[src/icm_pkg.sv]
// Shared constants, register indexes and types of the intensity colormap block.
`default_nettype none

package icm_pkg;

    // Default number of fraction bits of the normalized intensity.
    localparam int FRAC_BITS_DEF = 16;

    // Fixed field widths.
    localparam int INT_W      = 21;
    localparam int MAG_W      = INT_W + 1;
    localparam int CH_W       = 8;
    localparam int COLOR_W    = 24;
    localparam int CFG_IDX_W  = 3;
    localparam int CFG_DATA_W = 24;

    // Clamp limits of the running bounds and their reset values.
    localparam logic signed [INT_W-1:0] BOUND_HI = 21'sd999999;
    localparam logic signed [INT_W-1:0] BOUND_LO = -21'sd999999;

    // Configuration register indexes.
    localparam logic [CFG_IDX_W-1:0] REG_RAINBOW_MODE = 3'd0;
    localparam logic [CFG_IDX_W-1:0] REG_AUTO_BOUNDS  = 3'd1;
    localparam logic [CFG_IDX_W-1:0] REG_MANUAL_MIN   = 3'd2;
    localparam logic [CFG_IDX_W-1:0] REG_MANUAL_MAX   = 3'd3;
    localparam logic [CFG_IDX_W-1:0] REG_LOW_COLOR    = 3'd4;
    localparam logic [CFG_IDX_W-1:0] REG_HIGH_COLOR   = 3'd5;

    // Configuration register reset values.
    localparam logic signed [INT_W-1:0] MANUAL_MIN_RST = 21'sd0;
    localparam logic signed [INT_W-1:0] MANUAL_MAX_RST = 21'sd4096;
    localparam logic [COLOR_W-1:0]      LOW_COLOR_RST  = 24'h000000;
    localparam logic [COLOR_W-1:0]      HIGH_COLOR_RST = 24'hFFFFFF;

    // Input command codes.
    localparam logic CMD_BOUNDS = 1'b0;
    localparam logic CMD_COLOR  = 1'b1;

    // Settings seen by the shading unit.
    typedef struct packed {
        logic               rainbow_mode;
        logic [COLOR_W-1:0] low_color;
        logic [COLOR_W-1:0] high_color;
    } t_shade_cfg;

    // Request to the divider: start strobe with numerator and denominator magnitudes.
    typedef struct packed {
        logic             start;
        logic [MAG_W-1:0] num;
        logic [MAG_W-1:0] den;
    } t_div_req;

endpackage

`default_nettype wire

[src/icm_if.sv]
// Valid/ready channel interfaces for input items, result items and configuration writes.
`default_nettype none

interface icm_in_if;
    import icm_pkg::*;
    logic                    valid;
    logic                    ready;
    logic                    cmd;
    logic                    first;
    logic signed [INT_W-1:0] intensity;

    modport source (output valid, output cmd, output first, output intensity, input ready);
    modport sink   (input valid, input cmd, input first, input intensity, output ready);
endinterface

interface icm_out_if;
    import icm_pkg::*;
    logic                    valid;
    logic                    ready;
    logic [CH_W-1:0]         red;
    logic [CH_W-1:0]         green;
    logic [CH_W-1:0]         blue;
    logic signed [INT_W-1:0] bound_low;
    logic signed [INT_W-1:0] bound_high;

    modport source (output valid, output red, output green, output blue,
                    output bound_low, output bound_high, input ready);
    modport sink   (input valid, input red, input green, input blue,
                    input bound_low, input bound_high, output ready);
endinterface

interface icm_cfg_if;
    import icm_pkg::*;
    logic                  valid;
    logic                  ready;
    logic [CFG_IDX_W-1:0]  index;
    logic [CFG_DATA_W-1:0] data;

    modport source (output valid, output index, output data, input ready);
    modport sink   (input valid, input index, input data, output ready);
endinterface

`default_nettype wire

[src/icm_divider.sv]
// Radix-2 restoring divider that produces one fraction bit per cycle.
`default_nettype none

module icm_divider #(
    parameter int FRAC_BITS = icm_pkg::FRAC_BITS_DEF
) (
    input  wire logic              i_clk,
    input  wire logic              i_rst_n,
    input  wire icm_pkg::t_div_req i_req,
    output logic                   o_done,
    output logic [FRAC_BITS-1:0]   o_quot
);
    import icm_pkg::*;

    localparam int CNT_W = $clog2(FRAC_BITS + 1);

    logic               r_busy;
    logic               r_done;
    logic [CNT_W-1:0]   r_cnt;
    logic [MAG_W-1:0]   r_rem;
    logic [MAG_W-1:0]   r_den;
    logic [FRAC_BITS-1:0] r_quot;

    logic [MAG_W:0] shifted;
    logic [MAG_W:0] diff;
    logic           q_bit;

    // The remainder stays below the denominator, so the shift never loses a bit.
    assign shifted = {r_rem, 1'b0};
    assign diff    = shifted - {1'b0, r_den};
    assign q_bit   = (shifted >= {1'b0, r_den});

    always_ff @(posedge i_clk) begin
        if (!i_rst_n) begin
            r_busy <= 1'b0;
            r_done <= 1'b0;
            r_cnt  <= '0;
        end else begin
            r_done <= 1'b0;
            if (i_req.start) begin
                r_busy <= 1'b1;
                r_cnt  <= CNT_W'(FRAC_BITS);
            end else if (r_busy) begin
                r_cnt <= r_cnt - CNT_W'(1);
                if (r_cnt == CNT_W'(1)) begin
                    r_busy <= 1'b0;
                    r_done <= 1'b1;
                end
            end
        end
    end

    always_ff @(posedge i_clk) begin
        if (i_req.start) begin
            r_rem  <= i_req.num;
            r_den  <= i_req.den;
            r_quot <= '0;
        end else if (r_busy) begin
            r_rem  <= q_bit ? diff[MAG_W-1:0] : shifted[MAG_W-1:0];
            r_quot <= {r_quot[FRAC_BITS-2:0], q_bit};
        end
    end

    assign o_done = r_done;
    assign o_quot = r_quot;

endmodule

`default_nettype wire

[src/icm_shade.sv]
// Shading unit: rainbow ramp or two-color blend through one shared multiply-accumulate.
`default_nettype none

module icm_shade #(
    parameter int FRAC_BITS = icm_pkg::FRAC_BITS_DEF
) (
    input  wire logic                i_clk,
    input  wire logic                i_rst_n,
    input  wire logic                i_start,
    input  wire logic [FRAC_BITS:0]  i_frac,
    input  wire icm_pkg::t_shade_cfg i_cfg,
    output logic                     o_done,
    output logic [icm_pkg::CH_W-1:0] o_red,
    output logic [icm_pkg::CH_W-1:0] o_green,
    output logic [icm_pkg::CH_W-1:0] o_blue
);
    import icm_pkg::*;

    localparam int HW    = FRAC_BITS + 4;
    localparam int ACC_W = FRAC_BITS + CH_W + 1;
    localparam logic [FRAC_BITS:0] ONE = {1'b1, {FRAC_BITS{1'b0}}};
    localparam logic [1:0] CH_RED   = 2'd0;
    localparam logic [1:0] CH_GREEN = 2'd1;
    localparam logic [1:0] CH_BLUE  = 2'd2;

    logic             r_busy;
    logic             r_done;
    logic [1:0]       r_ch;
    logic             r_phase;
    logic [ACC_W-1:0] r_acc;
    logic [CH_W-1:0]  r_red;
    logic [CH_W-1:0]  r_green;
    logic [CH_W-1:0]  r_blue;

    logic [FRAC_BITS:0] v;
    logic [HW-1:0]      h;
    logic [3:0]         seg;
    logic [FRAC_BITS:0] f_raw;
    logic [FRAC_BITS:0] f;
    logic [FRAC_BITS:0] n;
    logic [FRAC_BITS:0] rain_r;
    logic [FRAC_BITS:0] rain_g;
    logic [FRAC_BITS:0] rain_b;

    logic [CH_W-1:0]    op_a;
    logic [FRAC_BITS:0] op_b;
    logic [CH_W-1:0]    hc_ch;
    logic [CH_W-1:0]    lc_ch;
    logic [FRAC_BITS:0] rain_ch;
    logic [ACC_W-1:0]   prod;
    logic [ACC_W-1:0]   sum;
    logic [CH_W-1:0]    ch_byte;
    logic               last_of_ch;

    // Five-segment hue ramp over one minus the fraction.
    always_comb begin
        v     = ONE - i_frac;
        h     = ({3'b000, v} << 2) + {3'b000, v} + {3'b000, ONE};
        seg   = h[FRAC_BITS+3:FRAC_BITS];
        f_raw = {1'b0, h[FRAC_BITS-1:0]};
        f     = seg[0] ? f_raw : (ONE - f_raw);
        n     = ONE - f;
        case (seg) inside
            [4'd0:4'd1]: begin
                rain_r = n;    rain_g = '0;   rain_b = ONE;
            end
            4'd2: begin
                rain_r = '0;   rain_g = n;    rain_b = ONE;
            end
            4'd3: begin
                rain_r = '0;   rain_g = ONE;  rain_b = n;
            end
            4'd4: begin
                rain_r = n;    rain_g = ONE;  rain_b = '0;
            end
            default: begin
                rain_r = ONE;  rain_g = n;    rain_b = '0;
            end
        endcase
    end

    always_comb begin
        case (r_ch)
            CH_RED: begin
                hc_ch   = i_cfg.high_color[23:16];
                lc_ch   = i_cfg.low_color[23:16];
                rain_ch = rain_r;
            end
            CH_GREEN: begin
                hc_ch   = i_cfg.high_color[15:8];
                lc_ch   = i_cfg.low_color[15:8];
                rain_ch = rain_g;
            end
            default: begin
                hc_ch   = i_cfg.high_color[7:0];
                lc_ch   = i_cfg.low_color[7:0];
                rain_ch = rain_b;
            end
        endcase

        if (i_cfg.rainbow_mode) begin
            op_a = 8'd255;
            op_b = rain_ch;
        end else if (!r_phase) begin
            op_a = hc_ch;
            op_b = i_frac;
        end else begin
            op_a = lc_ch;
            op_b = ONE - i_frac;
        end

        prod       = ACC_W'(op_a) * ACC_W'(op_b);
        sum        = (r_phase ? r_acc : '0) + prod;
        ch_byte    = sum[FRAC_BITS+CH_W-1:FRAC_BITS];
        last_of_ch = i_cfg.rainbow_mode || r_phase;
    end

    always_ff @(posedge i_clk) begin
        if (!i_rst_n) begin
            r_busy  <= 1'b0;
            r_done  <= 1'b0;
            r_ch    <= CH_RED;
            r_phase <= 1'b0;
        end else begin
            r_done <= 1'b0;
            if (i_start) begin
                r_busy  <= 1'b1;
                r_ch    <= CH_RED;
                r_phase <= 1'b0;
            end else if (r_busy) begin
                if (last_of_ch) begin
                    r_phase <= 1'b0;
                    if (r_ch == CH_BLUE) begin
                        r_busy <= 1'b0;
                        r_done <= 1'b1;
                    end else begin
                        r_ch <= r_ch + 2'd1;
                    end
                end else begin
                    r_phase <= 1'b1;
                end
            end
        end
    end

    always_ff @(posedge i_clk) begin
        if (r_busy) begin
            r_acc <= sum;
            if (last_of_ch) begin
                case (r_ch)
                    CH_RED:   r_red   <= ch_byte;
                    CH_GREEN: r_green <= ch_byte;
                    default:  r_blue  <= ch_byte;
                endcase
            end
        end
    end

    assign o_done  = r_done;
    assign o_red   = r_red;
    assign o_green = r_green;
    assign o_blue  = r_blue;

endmodule

`default_nettype wire

[src/intensity_colormap_core.sv]
// Top level of the intensity colormap: bounds tracking, sequencer, divider and shading unit.
`default_nettype none

// Intensity colormap core. A bounds item (cmd 0) folds its sample into the running minimum
// and maximum in the cycle it is accepted and produces no result; its first flag restarts
// the pair before the fold, and the pair stays clamped to plus or minus 999999. A color item
// (cmd 1) is normalized against the running pair or the manual bounds, turned into a
// fraction by a radix-2 divider, and shaded through a rainbow ramp or a two-color blend by
// one shared multiply-accumulate. The port is busy while a color item is in work: the
// item is accepted, passes sign and range checks in S_PREP and S_CHECK, runs through the
// divider (skipped when the fraction is known to be 0 or 1), is shaded in rainbow or blend
// mode, and is handed to the output register in S_DONE. Bounds items are taken one per
// cycle while no color item is in work. The result waits in an output register, so the
// next item is taken while a finished color is not yet collected. Configuration writes
// are always accepted and must arrive only while the block is idle.
module intensity_colormap_core #(
    parameter int FRAC_BITS = icm_pkg::FRAC_BITS_DEF
) (
    input  wire logic  i_clk,
    input  wire logic  i_rst_n,
    icm_in_if.sink     i_in,
    icm_out_if.source  o_out,
    icm_cfg_if.sink    i_cfg
);
    import icm_pkg::*;

    localparam logic [FRAC_BITS:0] ONE = {1'b1, {FRAC_BITS{1'b0}}};

    typedef enum logic [2:0] {
        S_IDLE,
        S_PREP,
        S_CHECK,
        S_DIV,
        S_SHADE,
        S_DONE
    } t_state;

    // Configuration registers.
    logic                    r_rainbow_mode;
    logic                    r_auto_bounds;
    logic signed [INT_W-1:0] r_manual_min;
    logic signed [INT_W-1:0] r_manual_max;
    logic [COLOR_W-1:0]      r_low_color;
    logic [COLOR_W-1:0]      r_high_color;

    // Sequencer state and work registers.
    t_state                  r_state,      n_state;
    logic signed [INT_W-1:0] r_run_min,    n_run_min;
    logic signed [INT_W-1:0] r_run_max,    n_run_max;
    logic signed [MAG_W-1:0] r_num,        n_num;
    logic signed [MAG_W-1:0] r_den,        n_den;
    logic signed [INT_W-1:0] r_lo,         n_lo;
    logic signed [INT_W-1:0] r_hi,         n_hi;
    logic [MAG_W-1:0]        r_an,         n_an;
    logic [MAG_W-1:0]        r_ad,         n_ad;
    logic                    r_zero,       n_zero;
    logic [FRAC_BITS:0]      r_frac,       n_frac;
    logic                    r_div_start,  n_div_start;
    logic                    r_shade_start, n_shade_start;
    logic                    r_out_valid,  n_out_valid;
    logic [CH_W-1:0]         r_out_red,    n_out_red;
    logic [CH_W-1:0]         r_out_green,  n_out_green;
    logic [CH_W-1:0]         r_out_blue,   n_out_blue;
    logic signed [INT_W-1:0] r_out_lo,     n_out_lo;
    logic signed [INT_W-1:0] r_out_hi,     n_out_hi;

    logic                    in_ready;
    logic                    in_accept;
    logic signed [INT_W-1:0] sel_lo;
    logic signed [INT_W-1:0] sel_hi;
    logic signed [INT_W-1:0] base_min;
    logic signed [INT_W-1:0] base_max;
    logic signed [INT_W-1:0] cand_min;
    logic signed [INT_W-1:0] cand_max;

    t_div_req             div_req;
    logic                 div_done;
    logic [FRAC_BITS-1:0] div_quot;
    t_shade_cfg           shade_cfg;
    logic                 shade_done;
    logic [CH_W-1:0]      shade_red;
    logic [CH_W-1:0]      shade_green;
    logic [CH_W-1:0]      shade_blue;

    // Configuration port: writes land at once; an index beyond the list is dropped.
    assign i_cfg.ready = 1'b1;

    always_ff @(posedge i_clk) begin
        if (!i_rst_n) begin
            r_rainbow_mode <= 1'b1;
            r_auto_bounds  <= 1'b1;
            r_manual_min   <= MANUAL_MIN_RST;
            r_manual_max   <= MANUAL_MAX_RST;
            r_low_color    <= LOW_COLOR_RST;
            r_high_color   <= HIGH_COLOR_RST;
        end else if (i_cfg.valid) begin
            case (i_cfg.index)
                REG_RAINBOW_MODE: r_rainbow_mode <= i_cfg.data[0];
                REG_AUTO_BOUNDS:  r_auto_bounds  <= i_cfg.data[0];
                REG_MANUAL_MIN:   r_manual_min   <= i_cfg.data[INT_W-1:0];
                REG_MANUAL_MAX:   r_manual_max   <= i_cfg.data[INT_W-1:0];
                REG_LOW_COLOR:    r_low_color    <= i_cfg.data[COLOR_W-1:0];
                REG_HIGH_COLOR:   r_high_color   <= i_cfg.data[COLOR_W-1:0];
                default: ;
            endcase
        end
    end

    assign in_ready   = (r_state == S_IDLE);
    assign i_in.ready = in_ready;
    assign in_accept  = i_in.valid && in_ready;

    // Bounds used by a color item, and the running pair after a bounds item.
    always_comb begin
        sel_lo   = r_auto_bounds ? r_run_min : r_manual_min;
        sel_hi   = r_auto_bounds ? r_run_max : r_manual_max;
        base_min = i_in.first ? BOUND_HI : r_run_min;
        base_max = i_in.first ? BOUND_LO : r_run_max;
        cand_min = (i_in.intensity < base_min) ? i_in.intensity : base_min;
        cand_max = (i_in.intensity > base_max) ? i_in.intensity : base_max;
    end

    always_comb begin
        n_state       = r_state;
        n_run_min     = r_run_min;
        n_run_max     = r_run_max;
        n_num         = r_num;
        n_den         = r_den;
        n_lo          = r_lo;
        n_hi          = r_hi;
        n_an          = r_an;
        n_ad          = r_ad;
        n_zero        = r_zero;
        n_frac        = r_frac;
        n_div_start   = 1'b0;
        n_shade_start = 1'b0;
        n_out_valid   = r_out_valid && !o_out.ready;
        n_out_red     = r_out_red;
        n_out_green   = r_out_green;
        n_out_blue    = r_out_blue;
        n_out_lo      = r_out_lo;
        n_out_hi      = r_out_hi;

        case (r_state)
            S_IDLE: begin
                if (in_accept) begin
                    if (i_in.cmd == CMD_BOUNDS) begin
                        n_run_min = (cand_min < BOUND_LO) ? BOUND_LO : cand_min;
                        n_run_max = (cand_max > BOUND_HI) ? BOUND_HI : cand_max;
                    end else begin
                        // Both differences fit one bit more than the fields.
                        n_num   = {i_in.intensity[INT_W-1], i_in.intensity}
                                  - {sel_lo[INT_W-1], sel_lo};
                        n_den   = {sel_hi[INT_W-1], sel_hi} - {sel_lo[INT_W-1], sel_lo};
                        n_lo    = sel_lo;
                        n_hi    = sel_hi;
                        n_state = S_PREP;
                    end
                end
            end
            S_PREP: begin
                // A zero or a sign mismatch means the fraction clamps to zero.
                n_an    = r_num[MAG_W-1] ? MAG_W'(-r_num) : MAG_W'(r_num);
                n_ad    = r_den[MAG_W-1] ? MAG_W'(-r_den) : MAG_W'(r_den);
                n_zero  = (r_num == '0) || (r_den == '0) || (r_num[MAG_W-1] != r_den[MAG_W-1]);
                n_state = S_CHECK;
            end
            S_CHECK: begin
                if (r_zero) begin
                    n_frac        = '0;
                    n_shade_start = 1'b1;
                    n_state       = S_SHADE;
                end else if (r_an >= r_ad) begin
                    n_frac        = ONE;
                    n_shade_start = 1'b1;
                    n_state       = S_SHADE;
                end else begin
                    n_div_start = 1'b1;
                    n_state     = S_DIV;
                end
            end
            S_DIV: begin
                if (div_done) begin
                    n_frac        = {1'b0, div_quot};
                    n_shade_start = 1'b1;
                    n_state       = S_SHADE;
                end
            end
            S_SHADE: begin
                if (shade_done) begin
                    n_state = S_DONE;
                end
            end
            S_DONE: begin
                // Load the output register once it is empty or being emptied.
                if (!r_out_valid || o_out.ready) begin
                    n_out_valid = 1'b1;
                    n_out_red   = shade_red;
                    n_out_green = shade_green;
                    n_out_blue  = shade_blue;
                    n_out_lo    = r_lo;
                    n_out_hi    = r_hi;
                    n_state     = S_IDLE;
                end
            end
            default: begin
                n_state = S_IDLE;
            end
        endcase
    end

    always_ff @(posedge i_clk) begin
        if (!i_rst_n) begin
            r_state       <= S_IDLE;
            r_run_min     <= BOUND_HI;
            r_run_max     <= BOUND_LO;
            r_div_start   <= 1'b0;
            r_shade_start <= 1'b0;
            r_out_valid   <= 1'b0;
        end else begin
            r_state       <= n_state;
            r_run_min     <= n_run_min;
            r_run_max     <= n_run_max;
            r_div_start   <= n_div_start;
            r_shade_start <= n_shade_start;
            r_out_valid   <= n_out_valid;
        end
        r_num       <= n_num;
        r_den       <= n_den;
        r_lo        <= n_lo;
        r_hi        <= n_hi;
        r_an        <= n_an;
        r_ad        <= n_ad;
        r_zero      <= n_zero;
        r_frac      <= n_frac;
        r_out_red   <= n_out_red;
        r_out_green <= n_out_green;
        r_out_blue  <= n_out_blue;
        r_out_lo    <= n_out_lo;
        r_out_hi    <= n_out_hi;
    end

    assign div_req.start = r_div_start;
    assign div_req.num   = r_an;
    assign div_req.den   = r_ad;

    icm_divider #(
        .FRAC_BITS (FRAC_BITS)
    ) u_divider (
        .i_clk   (i_clk),
        .i_rst_n (i_rst_n),
        .i_req   (div_req),
        .o_done  (div_done),
        .o_quot  (div_quot)
    );

    assign shade_cfg.rainbow_mode = r_rainbow_mode;
    assign shade_cfg.low_color    = r_low_color;
    assign shade_cfg.high_color   = r_high_color;

    icm_shade #(
        .FRAC_BITS (FRAC_BITS)
    ) u_shade (
        .i_clk   (i_clk),
        .i_rst_n (i_rst_n),
        .i_start (r_shade_start),
        .i_frac  (r_frac),
        .i_cfg   (shade_cfg),
        .o_done  (shade_done),
        .o_red   (shade_red),
        .o_green (shade_green),
        .o_blue  (shade_blue)
    );

    assign o_out.valid      = r_out_valid;
    assign o_out.red        = r_out_red;
    assign o_out.green      = r_out_green;
    assign o_out.blue       = r_out_blue;
    assign o_out.bound_low  = r_out_lo;
    assign o_out.bound_high = r_out_hi;

endmodule

`default_nettype wire

[src/flat_wrapper.sv]
// flat-port wrapper written by rule: the top's interface ports become plain ports
module intensity_colormap_core_flat import icm_pkg::*;
#(
    parameter int FRAC_BITS = icm_pkg::FRAC_BITS_DEF
)
  (i_clk, i_rst_n, i_in_valid, i_in_cmd, i_in_first, i_in_intensity, i_in_ready, o_out_valid, o_out_red, o_out_green, o_out_blue, o_out_bound_low, o_out_bound_high, o_out_ready, i_cfg_valid, i_cfg_index, i_cfg_data, i_cfg_ready);
  icm_in_if i_in_i ();
  icm_out_if o_out_i ();
  icm_cfg_if i_cfg_i ();
  input  wire logic i_clk;
  input  wire logic i_rst_n;
  input wire logic [$bits(i_in_i.valid)-1:0] i_in_valid;
  input wire logic [$bits(i_in_i.cmd)-1:0] i_in_cmd;
  input wire logic [$bits(i_in_i.first)-1:0] i_in_first;
  input wire logic [$bits(i_in_i.intensity)-1:0] i_in_intensity;
  output wire logic [$bits(i_in_i.ready)-1:0] i_in_ready;
  output wire logic [$bits(o_out_i.valid)-1:0] o_out_valid;
  output wire logic [$bits(o_out_i.red)-1:0] o_out_red;
  output wire logic [$bits(o_out_i.green)-1:0] o_out_green;
  output wire logic [$bits(o_out_i.blue)-1:0] o_out_blue;
  output wire logic [$bits(o_out_i.bound_low)-1:0] o_out_bound_low;
  output wire logic [$bits(o_out_i.bound_high)-1:0] o_out_bound_high;
  input wire logic [$bits(o_out_i.ready)-1:0] o_out_ready;
  input wire logic [$bits(i_cfg_i.valid)-1:0] i_cfg_valid;
  input wire logic [$bits(i_cfg_i.index)-1:0] i_cfg_index;
  input wire logic [$bits(i_cfg_i.data)-1:0] i_cfg_data;
  output wire logic [$bits(i_cfg_i.ready)-1:0] i_cfg_ready;
  assign i_in_i.valid = i_in_valid;
  assign i_in_i.cmd = i_in_cmd;
  assign i_in_i.first = i_in_first;
  assign i_in_i.intensity = i_in_intensity;
  assign i_in_ready = i_in_i.ready;
  assign o_out_valid = o_out_i.valid;
  assign o_out_red = o_out_i.red;
  assign o_out_green = o_out_i.green;
  assign o_out_blue = o_out_i.blue;
  assign o_out_bound_low = o_out_i.bound_low;
  assign o_out_bound_high = o_out_i.bound_high;
  assign o_out_i.ready = o_out_ready;
  assign i_cfg_i.valid = i_cfg_valid;
  assign i_cfg_i.index = i_cfg_index;
  assign i_cfg_i.data = i_cfg_data;
  assign i_cfg_ready = i_cfg_i.ready;
  intensity_colormap_core #(.FRAC_BITS(FRAC_BITS)) u_core (.i_clk(i_clk), .i_rst_n(i_rst_n), .i_in(i_in_i), .o_out(o_out_i), .i_cfg(i_cfg_i));
endmodule
[config.mk]
export PLATFORM = sky130hd
export DESIGN_NAME = intensity_colormap_core_flat
export DESIGN_NICKNAME = d
export VERILOG_FILES = /design/src/icm_pkg.sv /design/src/icm_if.sv /design/src/icm_divider.sv /design/src/icm_shade.sv /design/src/intensity_colormap_core.sv /design/src/flat_wrapper.sv
export SDC_FILE = /design/constraint.sdc
export NUM_CORES = 1
export LEC_CHECK = 0
export BUFFER_PORTS_ARGS = -buffer_cell sky130_fd_sc_hd__buf_2
export CORE_ASPECT_RATIO = 1.1
export CORE_MARGIN = 3
export CORE_UTILIZATION = 50
export DETAILED_ROUTE_END_ITERATION = 12
export PLACE_DENSITY = 0.67
export SLEW_MARGIN = 30
export SYNTH_ARGS = -nofsm -noshare
export SYNTH_HDL_FRONTEND = slang
export SYNTH_SLANG_ARGS = --single-unit
export TNS_END_PERCENT = 100
[constraint.sdc]
create_clock -name i_clk -period 28.2 [get_ports i_clk]
set_input_delay 1.41 -clock i_clk [delete_from_list [all_inputs] [get_ports i_clk]]
set_output_delay 1.41 -clock i_clk [all_outputs]
set_load 0.03 [all_outputs]
**Word level (Yosys, flattened, before mapping)**

Cells that the tools add are included.

- Register bits: 475
- Output and inout bits: 69
- Word-level logic and storage cells: 196

- Equal/unequal tests: 23
- Order comparisons: 8
- Add/sub/neg operators: 13
- Bitwise operators: 8
- Multiplexer cells: 64
- $mul: 1
- Reduce and logical (&&, ||, !) cells: 37

Operator list:

| kind | number |
|---|---|
| 17-bit 2-to-1 mux | 17 |
| 21-bit 2-to-1 mux | 10 |
| 17-bit case mux with 2 select lines | 2 |
| 22-bit 2-to-1 mux | 3 |
| 22-bit zero test | 2 |
| 22-bit negator | 2 |
| 21-bit by 21-bit subtractor with 22-bit output | 2 |
| 17-bit subtractor (first input constant) | 2 |
| 8-bit case mux with 2 select lines | 2 |
| 25-bit adder | 1 |
| 8-bit by 17-bit multiplier with 25-bit output | 1 |
| 25-bit 2-to-1 mux | 1 |
| 23-bit by 22-bit >= comparator with 1-bit output | 1 |
| 22-bit >= comparator | 1 |
| 22-bit subtractor | 1 |
| 21-bit > comparator | 1 |
| 21-bit > comparator (second input constant) | 1 |
| 21-bit < comparator | 1 |
| 21-bit < comparator (second input constant) | 1 |
| 3-bit 2-to-1 mux | 7 |
| 3-bit AND reduction | 7 |
| 19-bit by 17-bit adder with 20-bit output | 1 |
| 20-bit by 17-bit adder with 20-bit output (second input constant) | 1 |
| 3-bit case mux with 6 select lines | 1 |
| other kinds (33) | 85 |

**Longest topological paths before layout**

- Depth after elaboration: 14
- Gate-level depth with buffers: 45
- Mapped depth without buffers: 43

**Cells and area by module**

Synthesis repeated with hierarchy kept, for this count alone.

- Cell total of the unflattened synthesis: 3170
- Area total of the unflattened synthesis: 30768.3 µm²

Modules (own cells, without submodules):

| module | area an instance (µm²) | times used | cells each |
|---|---|---|---|
| intensity_colormap_core | 17011.3 | 1 | 1607 |
| icm_shade | 9962.1 | 1 | 1174 |
| icm_divider | 3794.9 | 1 | 389 |

**Least setup slack after synthesis**

Ideal clock, no wire load.

- Kind: register to register
- Start point: register u_core.r_frac[2]
- End point: register u_core.u_shade.r_blue[7], in the netlist u_core.u_shade.o_blue[7], data pin
- Stages on the path, launching flop included: 39
- Library setup time: 0.278 ns
- Period minus slack after synthesis: 10.277 ns
- Path slack: 17.923 ns
- Data arrival time: 10.000 ns
- Cells stage by stage: edfxtp_1 > nor3_1 > nand3_1 > or2_2 > or3_1 > or3_1 > nor3_1 > xnor2_1 > ha_1 > ha_1 > nand2_1 > o21ai_1 > o21ai_0 > nor2_1 > or2_2 > buf_2 > a211oi_1 > o31a_1 > (+3 left out) > a31oi_2 > or2_2 > fa_1 > fa_1 > inv_1 > fa_1 > fa_1 > ha_1 > a21boi_0 > o21ai_0 > a21oi_1 > a41o_1 > o311a_1 > o21a_1 > o21ai_0 > a21oi_1 > a31o_2 > xnor3_1

- Cells in the longest elaborated chain, start to end: 14
- Elaborated cells on any way between the ends: 28
- Classes of those cells: 6 x add/sub; 1 x mul; 2 x order compare; 3 x eq/ne; 15 x mux; 1 x reduce/logical

Ends and longest elaborated chain:

| what | RTL line | text |
|---|---|---|
| from (decl) | intensity_colormap_core.sv:57 | `logic [FRAC_BITS:0] r_frac, n_frac;` |
| from (signal assigned) | intensity_colormap_core.sv:235 | `r_frac <= n_frac;` |
| 17-bit subtractor | icm_shade.sv:57, icm_shade.sv:109 |  |
| 19-bit by 17-bit adder with 20-bit output | icm_shade.sv:58 | `h = ({3'b000, v} << 2) + {3'b000, v} + {3'b000, ONE};` |
| 20-bit by 17-bit adder with 20-bit output | icm_shade.sv:58 |  |
| 17-bit by 16-bit subtractor with 17-bit output | icm_shade.sv:61 | `f = seg[0] ? f_raw : (ONE - f_raw);` |
| 17-bit 2-to-1 mux | icm_shade.sv:61 |  |
| 17-bit subtractor | icm_shade.sv:62 | `n = ONE - f;` |
| 17-bit 2-to-1 mux (4 in a row) | icm_shade.sv:63 | `case (seg) inside` |
| 17-bit case mux with 2 select lines | icm_shade.sv:83 | `case (r_ch)` |
| 17-bit 2-to-1 mux * | icm_shade.sv:101 | `if (i_cfg.rainbow_mode) begin` |
| 8-bit by 17-bit multiplier with 25-bit output * | icm_shade.sv:112 | `prod = ACC_W'(op_a) * ACC_W'(op_b);` |
| 25-bit adder * | icm_shade.sv:113 | `sum = (r_phase ? r_acc : '0) + prod;` |
| named net u_core.u_shade.sum[23] | icm_shade.sv:51 | `logic [ACC_W-1:0] sum;` |
| to (signal assigned) | icm_shade.sv:153 | `default: r_blue <= ch_byte;` |
| to (decl) | icm_shade.sv:33 | `logic [CH_W-1:0] r_blue;` |

Mark *: on every way through the listed nets, which the timed path passes. The rest lies on a longest branch.
A chain may end at the register's enable or synchronous reset.

**Worst setup path in the final report**

- Start point: register u_core.r_frac[0]
- End point: register u_core.u_shade.r_blue[7], in the netlist u_core.u_shade.o_blue[7], data pin

The elaborated chain is that of the path after synthesis.

==> out/metrics.json <==
{
  "run_status": {
    "status": "complete, no violations"
  },
  "synthesis": {
    "synth_edf_count": 306,
    "async_reset_ff_frac": 0,
    "syn_nets": 3443,
    "synthDominantAreaCellType": "edfxtp_1",
    "synth.cells.most_frequent": "360 x nand2_1, 306 x edfxtp_1, 283 x inv_1",
    "count_of_unique_library_cells_instantiated_by_yosys": 98,
    "synth-warning-count": 0,
    "synthesis.instances": 3064,
    "synth_register_bits": 474,
    "netlist.area_leader.share": 0.302,
    "fraction_of_the_yosys_area_taken_by_sequential_cells": 0.413,
    "dominantRegCellSynth": "edfxtp_1",
    "post-synth-top-count-cell": "nand2_1",
    "post_synth.cell_area_avg_um2": 9.92,
    "synth.cell_area_um2": 30400,
    "synth_top_cells_by_area": "edfxtp_1 30%, dfxtp_1 11%, ha_1 8.6%"
  },
  "power_and_ir_drop": {
    "leakagePower_uw": 0.0137,
    "ir_drop_uv": 78.0,
    "powerDensity_nw_per_um2": 74.3
  },
  "grt": {
    "grt_max_degree": 112,
    "grt_pass1_wl_mm": 122,
    "number_of_global_route_vias_before_repair": 22400,
    "antenna_violations_before_repair": 4,
    "grtUsageTotal": 0.243,
    "grt_overflow_total": 0
  },
  "sta": {
    "report.final.setup_viol": 0,
    "clock_skew_ns": 0.0313,
    "final_critical_path_setup_slack_ns": 16.38,
    "fmax_ghz": 0.0846,
    "final_period_minus_worst_setup_slack_ns": 11.82,
    "max_slew.worst_pin.slew_ns": 0.858,
    "slew_violations": 0,
    "finalCritPeriodShare": 0.419,
    "final_hold_viol_count": 0,
    "maxSlewHeadroom": 0.424,
    "setup_tns_ns": 0,
    "grt_setup_unrepaired": "false"
  },
  "cts": {
    "cts_htree_levels": 2,
    "cts_made_buffers": 49,
    "post_cts_resized": 0,
    "ctsRootBufferMaster": "clkbuf_16",
    "skew_pair_late_insertion_delay_ns": 0.61,
    "clk_pin_slew_worst_paths_ns": 0.06,
    "cts_post_setup_buffers_inserted": 0,
    "ctsLongestPathBuffers": 3,
    "cts_tree": "yes",
    "cts_hold_buf": 0,
    "cts_num_sinks": 474
  },
  "setup_path": {
    "worstPathRequired_ns": 28.51,
    "critical_path_arrival_ns": 12.12,
    "timing.setup.critical_path_class": "reg -> reg",
    "worst-path-max-fanout": 16,
    "worst_path_max_delay_cell": "nor3_1",
    "crit_family": "compound AO/OA/AOI/OAI gates",
    "end_kind": "register",
    "crit_cells": 39,
    "timing.critical_path.from_type": "register",
    "critical_path_buf_inv_count": 3,
    "cp_slowest_stage_delay_ns": 0.56,
    "reg2regPathDepth": 39
  },
  "layout": {
    "finish.net_count": 3534,
    "instances_no_fill": 3963,
    "area_growth_pct": 10.4,
    "insertedDiodeCount": 0,
    "drive_gt1_frac": 0.101
  },
  "placed_design": {
    "gp_routability_congestion": 0.928,
    "detailedPlacementHpwl_mm": 58.6,
    "io_buffer_count": 122,
    "place_inst": 3872,
    "pre_cts_slack_ns": 16.53
  },
  "routing": {
    "route.detailed.drc": 0,
    "postRouteAntennaNets": 0,
    "firstDrtPassIters": 5,
    "wirelength_mm": 77.6,
    "detailroute.via_count": 22900,
    "routed_via_density": 5.77,
    "avgRoutedWirePerCell_um": 19.6,
    "detailedRoute.firstIterationViolations": 1738
  },
  "floorplanning": {
    "floorplan.initialDensity": 0.507,
    "row_count": 94,
    "die-width_um": 241,
    "die-area_um2": 63800,
    "io_pins": 124,
    "die_y_um": 265,
    "core_um2": 60000
  },
  "worst_hold_path": {
    "timing.hold.worst_path_depth": 0,
    "worstHoldPathType": "reg -> reg"
  },
  "flow_run": {
    "count_of_max_cap_constraint_violations": 0
  }
}
==> path summary, 6_finish.rpt <==
check | endpoint | from | slack (ns)
max | u_core.u_shade.o_blue[7] | u_core.r_frac[0] | 16.38
min | u_core.o_out.red[7] | u_core.u_shade.o_red[7] | 0.42
max reg2reg | u_core.u_shade.o_blue[7] | u_core.r_frac[0] | 16.38
min reg2reg | u_core.o_out.red[7] | u_core.u_shade.o_red[7] | 0.42
==> per-stage QoR <==
stage / utilization / hold WS (ns) / power, µW / instance area [µm²]
2_1_floorplan: - / 0.400 / 1590 / 30400
3_3_place_gp: 0.530 / 0.401 / 1790 / 31800
3_5_place_dp: 0.531 / 0.405 / 1810 / 31800
4_1_cts: 0.559 / 0.419 / 2510 / 33500
5_1_grt: 0.559 / 0.421 / 2670 / 33600
6_report: 0.559 / 0.417 / 2490 / 33600
==> metal layers <==
layer	vias to the layer above	GRT usage	wire, µm
li1	10900	-	-
met1	11100	0.334	34100
met2	703	0.390	35900
met3	152	0.0379	4650
met4	6	0.0875	2910
met5	-	0.00455	34
==> kinds of logic (layout without fill, tap and decap cells) <==
logic type / count (synthesis) / count (layout) / share of synthesized area
xor+xnor: 172 / 172 / 0.0503
other cells: 1 / 1 / 0.000123
buf+inv: 396 / 527 / 0.0494
fa+ha+maj: 324 / 324 / 0.162
flops: 474 / 474 / 0.413
mux: 69 / 69 / 0.0237
compound gates: 586 / 586 / 0.137
simple gates: 1042 / 1042 / 0.165
==> registers in the layout (all words and copies together), names as in the netlist, 22 cells and up <==
register / flops
u_core.r_an: 22
u_core.u_shade.r_acc: 24
u_core.r_den: 22
u_core.u_divider.r_rem: 22
u_core.r_high_color: 24
u_core.u_divider.r_den: 22
u_core.r_ad: 22
u_core.r_low_color: 24
u_core.r_num: 22
==> cell type report <==
class | count | area (µm²)
Clock buffer | 55 | 1290
Multi-Input combinational cell | 2194 | 16400
Clock inverter | 36 | 432
Inverter | 283 | 1060
Fill cell | 5244 | 26400
Tap cell | 768 | 961
Sequential cell | 474 | 12600
Timing Repair Buffer | 153 | 857
==> layout by cell type (no fill, tap or decap), types with 29 or more instances in the layout <==
| cell | instances |
|---|---|
| nand2_1 | 360 |
| edfxtp_1 | 306 |
| inv_1 | 283 |
| nor2_1 | 250 |
| ha_1 | 208 |
| dfxtp_1 | 166 |
| buf_2 | 121 |
| xnor2_1 | 119 |
| fa_1 | 116 |
| o21ai_0 | 106 |
| a21oi_1 | 97 |
| nand2b_1 | 89 |
| a21boi_0 | 79 |
| nand3_1 | 59 |
| xor2_1 | 51 |
| clkbuf_16 | 50 |
| nor3_1 | 46 |
| mux2i_1 | 46 |
| and2_1 | 44 |
| nor2b_1 | 40 |
| a21o_1 | 40 |
| buf_4 | 29 |
==> power by group <==
group	switching (µW)	internal (µW)
registers	24.3	860
clock network	284	406
logic	550	370
total	858	1640
No activity file was read; power rests on OpenSTA's default activity.
